--- config.mk ---
export PLATFORM = sky130hd
export DESIGN_NAME = sha256_stream_hasher_core
export DESIGN_NICKNAME = d
export VERILOG_FILES = /design/src/rtl/shs_pkg.sv /design/src/rtl/sha256_stream_hasher_core.sv /design/src/rtl/shs_msgbuf.sv /design/src/rtl/shs_round.sv
export VERILOG_INCLUDE_DIRS = /design/src /design/src/rtl
export SDC_FILE = /design/constraint.sdc
export NUM_CORES = 2
export LEC_CHECK = 0
export ABC_CLOCK_PERIOD_IN_PS = 47000
export BUFFER_PORTS_ARGS = -buffer_cell sky130_fd_sc_hd__buf_2
export CORE_AREA = 2 2 496 498
export CTS_BUF_LIST = sky130_fd_sc_hd__clkbuf_8
export DETAILED_ROUTE_END_ITERATION = 7
export DIE_AREA = 0 0 498 500
export SLEW_MARGIN = 10
export SYNTH_ARGS = -nofsm -noshare
export SYNTH_HDL_FRONTEND = slang
export SYNTH_SLANG_ARGS = --single-unit
--- constraint.sdc ---
create_clock -name clk -period 47 [get_ports clk]
set_clock_uncertainty 0.05 [all_clocks]
set_input_delay 9.4 -clock clk [delete_from_list [all_inputs] [get_ports clk]]
set_output_delay 9.4 -clock clk [all_outputs]
set_load 0.1 [all_outputs]
--- src/rtl/sha256_stream_hasher_core_defines.svh ---
// Assertion macros for the SHA-256 stream hasher core
`ifndef SHA256_STREAM_HASHER_CORE_DEFINES_SVH
`define SHA256_STREAM_HASHER_CORE_DEFINES_SVH

// same-cycle implication
`define SHS_ASSERT_IMP(label, clk, rst, ante, cons, msg) \
  label: assert property (@(posedge clk) disable iff (rst) (ante) |-> (cons)) \
    else $error(msg);

// next-cycle implication
`define SHS_ASSERT_NXT(label, clk, rst, ante, cons, msg) \
  label: assert property (@(posedge clk) disable iff (rst) (ante) |=> (cons)) \
    else $error(msg);

`endif

--- src/rtl/shs_pkg.sv ---
// Shared types, constants and functions for the SHA-256 stream hasher
`default_nettype none
package shs_pkg;

  typedef logic [7:0][31:0] hash_t;

  typedef enum logic [4:0] {
    S_IDLE  = 5'b00001,
    S_ROUND = 5'b00010,
    S_FOLD  = 5'b00100,
    S_PAD   = 5'b01000,
    S_EMIT  = 5'b10000
  } state_t;

  typedef struct packed {
    logic       push;
    logic [7:0] data;
    logic       step;
  } buf_ctl_t;

  localparam logic [7:0] PAD_MARK   = 8'h80;
  localparam logic [7:0] PAD_ZERO   = 8'h00;
  localparam logic [5:0] LEN_START  = 6'd56;
  localparam logic [5:0] FILL_LAST  = 6'd63;
  localparam logic [5:0] ROUND_LAST = 6'd63;
  localparam logic [2:0] WORD_LAST  = 3'd7;

  localparam hash_t INIT_H = {
    32'h5be0cd19, 32'h1f83d9ab, 32'h9b05688c, 32'h510e527f,
    32'ha54ff53a, 32'h3c6ef372, 32'hbb67ae85, 32'h6a09e667
  };

  localparam logic [31:0] ROUND_K [64] = '{
    32'h428a2f98, 32'h71374491, 32'hb5c0fbcf, 32'he9b5dba5,
    32'h3956c25b, 32'h59f111f1, 32'h923f82a4, 32'hab1c5ed5,
    32'hd807aa98, 32'h12835b01, 32'h243185be, 32'h550c7dc3,
    32'h72be5d74, 32'h80deb1fe, 32'h9bdc06a7, 32'hc19bf174,
    32'he49b69c1, 32'hefbe4786, 32'h0fc19dc6, 32'h240ca1cc,
    32'h2de92c6f, 32'h4a7484aa, 32'h5cb0a9dc, 32'h76f988da,
    32'h983e5152, 32'ha831c66d, 32'hb00327c8, 32'hbf597fc7,
    32'hc6e00bf3, 32'hd5a79147, 32'h06ca6351, 32'h14292967,
    32'h27b70a85, 32'h2e1b2138, 32'h4d2c6dfc, 32'h53380d13,
    32'h650a7354, 32'h766a0abb, 32'h81c2c92e, 32'h92722c85,
    32'ha2bfe8a1, 32'ha81a664b, 32'hc24b8b70, 32'hc76c51a3,
    32'hd192e819, 32'hd6990624, 32'hf40e3585, 32'h106aa070,
    32'h19a4c116, 32'h1e376c08, 32'h2748774c, 32'h34b0bcb5,
    32'h391c0cb3, 32'h4ed8aa4a, 32'h5b9cca4f, 32'h682e6ff3,
    32'h748f82ee, 32'h78a5636f, 32'h84c87814, 32'h8cc70208,
    32'h90befffa, 32'ha4506ceb, 32'hbef9a3f7, 32'hc67178f2
  };

  function automatic logic [31:0] rotr(input logic [31:0] x, input int unsigned n);
    logic [63:0] d;
    d = {x, x} >> n;
    return d[31:0];
  endfunction

  function automatic logic [31:0] big_s0(input logic [31:0] x);
    return rotr(x, 2) ^ rotr(x, 13) ^ rotr(x, 22);
  endfunction

  function automatic logic [31:0] big_s1(input logic [31:0] x);
    return rotr(x, 6) ^ rotr(x, 11) ^ rotr(x, 25);
  endfunction

  function automatic logic [31:0] small_s0(input logic [31:0] x);
    return rotr(x, 7) ^ rotr(x, 18) ^ (x >> 3);
  endfunction

  function automatic logic [31:0] small_s1(input logic [31:0] x);
    return rotr(x, 17) ^ rotr(x, 19) ^ (x >> 10);
  endfunction

endpackage
`default_nettype wire

--- src/rtl/sha256_stream_hasher_core.sv ---
// SHA-256 stream hasher top level: sequencer, chaining words and digest output
//
//  channel | direction | handshake           | payload
//  msg     | in        | msg_valid/msg_stall | data_byte, byte_valid, last
//  dig     | out       | dig_valid/dig_stall | digest_word, word_index, last_word
//
// A message byte transfer completes whenever msg_stall is low; the byte that completes a
// block starts 64 rounds through the one round unit, then the chaining add.
// A transfer with last set runs padding at one byte a cycle (paused during each compression),
// one or two more compressions, then eight digest transfers; msg_stall stays high meanwhile.
// Synchronous active-high reset loads the initial hash and clears all counters.
// dig_stall holds the current digest word until it is taken.
`default_nettype none
`include "sha256_stream_hasher_core_defines.svh"
module sha256_stream_hasher_core
  import shs_pkg::*;
(
  input  logic        clk,
  input  logic        rst,
  input  logic        msg_valid,
  output logic        msg_stall,
  input  logic [7:0]  data_byte,
  input  logic        byte_valid,
  input  logic        last,
  output logic        dig_valid,
  input  logic        dig_stall,
  output logic [31:0] digest_word,
  output logic [2:0]  word_index,
  output logic        last_word
);

  state_t      state;
  hash_t       chain;
  hash_t       chain_sum;
  hash_t       st;
  hash_t       st_next;
  logic [5:0]  rnd;
  logic [5:0]  fill;
  logic [60:0] len;
  logic        pad_active;
  logic        pad_done;
  logic        mark_sent;
  logic        in_len;
  logic [2:0]  lidx;
  logic [2:0]  oidx;
  logic        accept;
  logic        len_phase;
  logic [7:0]  pad_byte;
  logic [31:0] w0;
  buf_ctl_t    bctl;

  assign accept    = msg_valid && (state == S_IDLE);
  assign msg_stall = (state != S_IDLE);
  assign len_phase = in_len || (fill == LEN_START);

  always_comb begin
    if (!mark_sent) begin
      pad_byte = PAD_MARK;
    end else if (len_phase) begin
      pad_byte = len[60:53];
    end else begin
      pad_byte = PAD_ZERO;
    end
  end

  always_comb begin
    bctl.push = (accept && byte_valid) || (state == S_PAD);
    bctl.data = (state == S_PAD) ? pad_byte : data_byte;
    bctl.step = (state == S_ROUND);
  end

  always_comb begin
    for (int i = 0; i < 8; i++) begin
      chain_sum[i] = chain[i] + st[i];
    end
  end

  shs_msgbuf u_msgbuf (
    .clk (clk),
    .ctl (bctl),
    .w0  (w0)
  );

  shs_round u_round (
    .st      (st),
    .w       (w0),
    .k       (ROUND_K[rnd]),
    .st_next (st_next)
  );

  always_ff @(posedge clk) begin
    if (rst) begin
      state      <= S_IDLE;
      chain      <= INIT_H;
      rnd        <= '0;
      fill       <= '0;
      len        <= '0;
      pad_active <= 1'b0;
      pad_done   <= 1'b0;
      mark_sent  <= 1'b0;
      in_len     <= 1'b0;
      lidx       <= '0;
      oidx       <= '0;
    end else begin
      unique case (state)
        S_IDLE: begin
          if (accept) begin
            pad_active <= last;
            if (byte_valid) begin
              len  <= len + 61'd1;
              fill <= fill + 6'd1;
            end
            if (byte_valid && (fill == FILL_LAST)) begin
              state <= S_ROUND;
              rnd   <= '0;
            end else if (last) begin
              state <= S_PAD;
            end
          end
        end
        S_PAD: begin
          fill <= fill + 6'd1;
          if (!mark_sent) begin
            mark_sent <= 1'b1;
          end else if (len_phase) begin
            in_len <= 1'b1;
            len    <= {len[52:0], 8'h00};
            lidx   <= lidx + 3'd1;
            if (lidx == WORD_LAST) begin
              pad_done <= 1'b1;
            end
          end
          if (fill == FILL_LAST) begin
            state <= S_ROUND;
            rnd   <= '0;
          end
        end
        S_ROUND: begin
          rnd <= rnd + 6'd1;
          if (rnd == ROUND_LAST) begin
            state <= S_FOLD;
          end
        end
        S_FOLD: begin
          chain <= chain_sum;
          if (pad_done) begin
            state <= S_EMIT;
            oidx  <= '0;
          end else if (pad_active) begin
            state <= S_PAD;
          end else begin
            state <= S_IDLE;
          end
        end
        S_EMIT: begin
          if (!dig_stall) begin
            if (oidx == WORD_LAST) begin
              state      <= S_IDLE;
              chain      <= INIT_H;
              len        <= '0;
              pad_active <= 1'b0;
              pad_done   <= 1'b0;
              mark_sent  <= 1'b0;
              in_len     <= 1'b0;
              lidx       <= '0;
            end else begin
              oidx <= oidx + 3'd1;
            end
          end
        end
        default: begin
          state <= S_IDLE;
        end
      endcase
    end
  end

  // working variables: load from chain until the rounds start
  always_ff @(posedge clk) begin
    if (state == S_ROUND) begin
      st <= st_next;
    end else begin
      st <= chain;
    end
  end

  assign dig_valid   = (state == S_EMIT);
  assign digest_word = chain[oidx];
  assign word_index  = oidx;
  assign last_word   = (oidx == WORD_LAST);

  `SHS_ASSERT_IMP(a_no_input_during_digest, clk, rst, dig_valid, msg_stall, "input taken while digest pending")
  `SHS_ASSERT_IMP(a_block_aligned_at_digest, clk, rst, dig_valid, fill == 6'd0, "digest with partial block")
  `SHS_ASSERT_NXT(a_word_index_steps, clk, rst, dig_valid && !dig_stall && !last_word, dig_valid && (word_index == $past(word_index) + 3'd1), "digest word skipped")

endmodule
`default_nettype wire

--- src/rtl/shs_msgbuf.sv ---
// Block byte buffer and rolling 16-word message schedule window
`default_nettype none
module shs_msgbuf
  import shs_pkg::*;
(
  input  logic        clk,
  input  buf_ctl_t    ctl,
  output logic [31:0] w0
);

  // oldest word in the top 32 bits
  logic [511:0] line;
  logic [31:0]  w1;
  logic [31:0]  w9;
  logic [31:0]  w14;
  logic [31:0]  wnew;

  assign w0   = line[511:480];
  assign w1   = line[479:448];
  assign w9   = line[223:192];
  assign w14  = line[63:32];
  assign wnew = w0 + small_s0(w1) + w9 + small_s1(w14);

  always_ff @(posedge clk) begin
    if (ctl.step) begin
      line <= {line[479:0], wnew};
    end else if (ctl.push) begin
      line <= {line[503:0], ctl.data};
    end
  end

endmodule
`default_nettype wire

--- src/rtl/shs_round.sv ---
// One SHA-256 compression round, shared over all 64 rounds
`default_nettype none
module shs_round
  import shs_pkg::*;
(
  input  hash_t       st,
  input  logic [31:0] w,
  input  logic [31:0] k,
  output hash_t       st_next
);

  logic [31:0] ch;
  logic [31:0] maj;
  logic [31:0] t1;
  logic [31:0] t2;

  assign ch  = (st[4] & st[5]) ^ (~st[4] & st[6]);
  assign maj = (st[0] & st[1]) ^ (st[0] & st[2]) ^ (st[1] & st[2]);
  assign t1  = st[7] + big_s1(st[4]) + ch + k + w;
  assign t2  = big_s0(st[0]) + maj;

  always_comb begin
    st_next[0] = t1 + t2;
    st_next[1] = st[0];
    st_next[2] = st[1];
    st_next[3] = st[2];
    st_next[4] = st[3] + t1;
    st_next[5] = st[4];
    st_next[6] = st[5];
    st_next[7] = st[6];
  end

endmodule
`default_nettype wire

* Word-level counts from Yosys, hierarchy flattened
Memory sizes are Yosys's and may differ from the RTL's.
Index checks and enable logic that the tools add are counted.
W data, S select, Z words.
** Storage, ports and cells
- Input bits :: 14
- ROM bits :: 2048
- Output and inout bits :: 38
- Logic and storage cells :: 175
- Register bits after elaboration :: 1112
- Memories :: 1
** Cells by class
- Magnitude comparators :: 2
- Mux-type cells :: 58
- Equal/unequal tests :: 24
- Add/subtract/negate cells :: 23
- Reductions and logical operators :: 22
- Bitwise logic cells :: 18
** Memories
- (name not given) :: words 64, width 32, read ports 1, clocked after memory_dff 0, write ports 0, line sha256_stream_hasher_core.sv:87 : .k (ROUND_K[rnd]),
** Operator list (count)
- $mux W512 :: 2
- $mux W256 :: 3
- $add A32 B32 Y32 :: 18
- $pmux W256 S2 :: 1
- $mux W61 :: 6
- $xor A32 B32 Y32 :: 9
- $pmux W61 S3 :: 1
- $and A32 B32 Y32 :: 5
- $bmux W32 S3 :: 1
- $mux W32 :: 3
- $add A61 B1 Y61 const B :: 1
- $mux W5 :: 8
- $not A32 Y32 :: 1
- $xor A32 B22 Y32 :: 1
- $xor A32 B29 Y32 :: 1
- $mux W6 :: 5
- $pmux W5 S5 :: 1
- $mux W8 :: 3
- $mux W3 :: 7
- $eq A6 B6 Y1 const B :: 3
- $pmux W6 S3 :: 1
- $ne A2 B2 Y1 const B :: 7
- $add A6 B1 Y6 const B :: 2
- $pmux W3 S2 :: 2
- 26 further kinds :: 55

* Depth between registers and ports, before layout
- Depth after elaboration :: 8
- Mapped depth :: 38
- Mapped depth without buffers :: 36

* Cells and area by module
From an unflattened synthesis, not the netlist that was laid out.
** Second synthesis, totals
- Cell total of the unflattened synthesis :: 8127
- Area total of the unflattened synthesis :: 75642.5 µm²
** By module, submodules not included
- sha256_stream_hasher_core :: cells an instance 5005, area each 38420.6 µm², times used 1
- shs_msgbuf :: cells an instance 1708, area each 25871.1 µm², times used 1
- shs_round :: cells an instance 1414, area each 11350.9 µm², times used 1

* Worst setup path after synthesis
No wires, ideal clock.
- Kind :: input port to flip-flop
- Start :: in msg_valid
- End :: reg u_msgbuf.line[0] (enable)
- Library setup time :: 3675 ps
- Path buffers :: 0
- Stages on the path :: 2
- Data required time :: 43275 ps
- Slack :: 25408 ps
- Arrival time :: 17867 ps
- Path through :: nand3_1 nand2_1
** Between the ends
- Word-level cells in the longest chain between the ends :: 4
** Ends and longest elaborated chain
- start, declared :: line sha256_stream_hasher_core.sv:20 : input logic msg_valid,
- $logic_and A1 B1 Y1 :: line sha256_stream_hasher_core.sv:52 : assign accept = msg_valid && (state == S_IDLE);
- $logic_and A1 B1 Y1 :: line sha256_stream_hasher_core.sv:67 : bctl.push = (accept && byte_valid) || (state == S_PAD);
- $logic_or A1 B1 Y1 :: line sha256_stream_hasher_core.sv:67
- $reduce_bool A2 Y1 (no source line)
- end signal, assigned :: line shs_msgbuf.sv:26 : line <= {line[479:0], wnew};
- end signal, assigned :: line shs_msgbuf.sv:28 : line <= {line[503:0], ctl.data};
- end, declared :: line shs_msgbuf.sv:12 : logic [511:0] line;
No other way between the ends.
A chain may end at the register's enable or synchronous reset.

* Worst setup path after layout
- Start :: reg oidx[0], in the netlist word_index[0]
- End :: out digest_word[9]
** Between the ends
- Word-level cells in the longest chain between the ends :: 2
** Ends and longest elaborated chain
- start, declared :: line sha256_stream_hasher_core.sv:45 : logic [2:0] oidx;
- start signal, assigned :: line sha256_stream_hasher_core.sv:167 : oidx <= oidx + 3'd1;
- $bmux W32 S3 :: line sha256_stream_hasher_core.sv:188 : assign digest_word = chain[oidx];
- $mux W32 (not written as such) :: line sha256_stream_hasher_core.sv:188
- end, declared :: line sha256_stream_hasher_core.sv:27 : output logic [31:0] digest_word,
No other way between the ends. The select of a mux whose other input is x is not followed.

==> impl_metrics.py <==
metrics = {
    "status": {
        "outcome": "completed",
    },
    "power": {
        "leakage_uw": 0.03338,
        "p_total_uw": 4872,
        "power_density_nw_per_um2": 61.11,
        "ir_drop_uv": 77.55,
    },
    "routing": {
        "ant_nets": 0,
        "drc_errors": 0,
        "avgRoutedWirePerCell_um": 19.86,
        "wl_met2_um": 106500,
        "finalWirelength_um": 235000,
        "vias": 61280,
        "dr.pass1.iters": 6,
        "vias_per_cell": 5.181,
        "dr.max_layer_used": "met4",
        "drt-initial-drc-count": 5326,
        "met3WireLength_um": 13680,
        "met1_length_um": 103100,
    },
    "synthesis": {
        "syn_area_um2": 72850,
        "synth_nets": 9258,
        "yosysWarnings": 0,
        "synth-seq-area-share_pct": 37.59,
        "ys.flop_type": "dfxtp_1",
        "async_flop_share_pct": 0,
        "yosysUniqueCellTypes": 101,
        "ys_ff_latch": 1112,
        "netlist_instances": 8645,
        "avgSynthCellArea_um2": 8.427,
        "synth_edf_count": 512,
    },
    "clocking": {
        "clk_pin_slew_worst_paths_ns": 0.06,
        "cts_setup_buffers": 0,
        "cts_tree": "done",
        "cts_root_buffer": "clkbuf_8",
        "clk_latency_ns": 1.01,
        "clkSinkCount": 1112,
        "htreeDepth": 4,
        "hold_buffers": 0,
        "clockBufferDepth": 3,
        "numCtsBuffers": 189,
        "cts_resized": 0,
    },
    "placed_design": {
        "dpl.hpwl_um": 169100,
        "dp_cells": 11480,
        "routabilityCongestion": 0.9505,
        "port_buffers": 51,
    },
    "floorplan": {
        "coreArea_um2": 244300,
        "rows": 182,
        "die_x_um": 498,
        "die_height_um": 500,
        "ios": 52,
        "die_area_um2": 249000,
        "start_util_pct": 29.81,
    },
    "sta": {
        "fin_crit_ns": 13.23,
        "setup_viol": 0,
        "max-slew-margin-rel_pct": 20.82,
        "fin_crit_sh_pct": 28.14,
        "fin_setup_tns_ns": 0,
        "finalHoldViolCount": 0,
        "worst_slew_pin_slew_ns": 1.188,
        "rsz0062_at_grt": "false",
        "drv_slew": 0,
        "fmax_mhz": 75.61,
    },
    "worst_setup_path": {
        "path_cells": "buf_4 > mux4_2 > mux2_2 > buf_2",
        "crit_path_end_kind": "output port",
        "cp_top_family": "buffers and inverters",
        "path_buf_inv": 2,
        "cp_max_fo": 41,
        "max_stage_delay_ns": 0.74,
        "r2r_setup_slack_ns": 36.77,
        "path_class": "reg -> out",
        "start_kind": "flop",
        "arrival_ns": 3.78,
        "crit_required_ns": 37.55,
        "critical-path-slowest-cell": "buf_4",
    },
    "finish": {
        "final_layout_size_suffix_gt1_share_pct": 6.717,
        "mostFrequentLayoutCell": "nand2_1",
        "fin_cells": 11830,
        "fillerInstances": 25460,
        "area_delta_synth_final_pct": 9.438,
        "layout_common_cells": "nand2_1 (2480), dfxtp_1 (593), edfxtp_1 (512)",
        "num-nets-final": 9065,
    },
    "grt": {
        "grt_pass1_wl_um": 357200,
        "antenna_found_initial": 3,
        "grt_pass1_vias": 59810,
        "grt_start_max_net_pins": 261,
        "grt_use_total_pct": 18.38,
        "overflow": 0,
    },
    "run": {
        "cap_violations": 0,
    },
    "worst_hold_path": {
        "hp-class": "reg -> reg",
    },
}
sequential cells by signal, summed over array words and instances, names as in the netlist:
name,count
rnd,6
word_index,3
in_len,1
fill,6
st,256
lidx,3
state,5
chain,256
len,61
mark_sent,1
u_msgbuf.line,512
pad_active,1
pad_done,1
final cells by class:
cell class	count	area [um^2]	share of cell area, %
antenna	4	10.01	0.01256
clock buffer	219	3014	3.781
clock inverter	125	833.3	1.045
inverter	383	1440	1.806
multi-input combinational	6658	42260	53.00
sequential	1112	27400	34.37
tap	3220	4029	5.053
timing repair buffer	108	739.5	0.9275
metrics by stage:
stage | hold slack [ns] | setup slack [ns] | area [um^2] | util (%)
3_5_place_dp | 0.3992 | 33.62 | 75870 | 31.05
6_report | 0.3965 | 33.77 | 79730 | 32.63
2_1_floorplan | 0.3811 | 25.41 | 72850 | -
3_3_place_gp | 0.3981 | 33.72 | 75870 | 31.05
4_1_cts | 0.3564 | 33.67 | 79720 | 32.62
5_1_grt | 0.4043 | 33.61 | 79720 | 32.63
logic make-up after synthesis:
family                   share of synthesized area (%)
multiplexers                                     3.236
XOR/XNOR                                         6.995
buffers and inverters                            4.514
AO/OA/AOI/OAI                                    14.63
adder cells (fa/ha/maj)                          12.37
AND/OR/NAND/NOR                                  20.66
flip-flops                                       37.59
Yosys cell counts, drive strengths merged (149+ instances only):
master,n,share of area [%]
nor2,454,2.3
dfxtp,600,16
a21o,178,1.8
clkbuf,452,2.3
fa,197,5.4
a21oi,480,3.3
edfxtp,512,21
xor2,213,2.6
ha,402,6.9
nor3,149,1.0
inv,382,2.0
nand2,2483,13
xnor2,368,4.4
o21ai,503,3.5
routing by layer:
metal | track usage [%] | vias up
li1 | - | 29150
met5 | 0 | -
met4 | 8.841 | 0
met3 | 2.489 | 491
met2 | 29.70 | 1988
met1 | 24.21 | 29650
report_power, final:
part | internal (uW) | switching [uW]
combinational | 1010 | 1630
clock | 461 | 444
sequential | 1200 | 126
path summary, 6_finish.rpt:
check,endpoint,cells after the start,from
min,st[62],2,chain[62]
min reg2reg,st[62],2,chain[62]
max reg2reg,st[30],35,rnd[0]
max,digest_word[9],4,word_index[0]
worst reg2reg max path: cells and delay by family, from the launching register on:
kind	cells	cell delay [ns]
AO/OA/AOI/OAI	20	4.53
XOR/XNOR	2	0.57
flip-flops	1	0.31
buffers and inverters	5	0.86
adder cells (fa/ha/maj)	6	3.06
AND/OR/NAND/NOR	2	0.67
No activity file was read; power rests on OpenSTA's default activity.
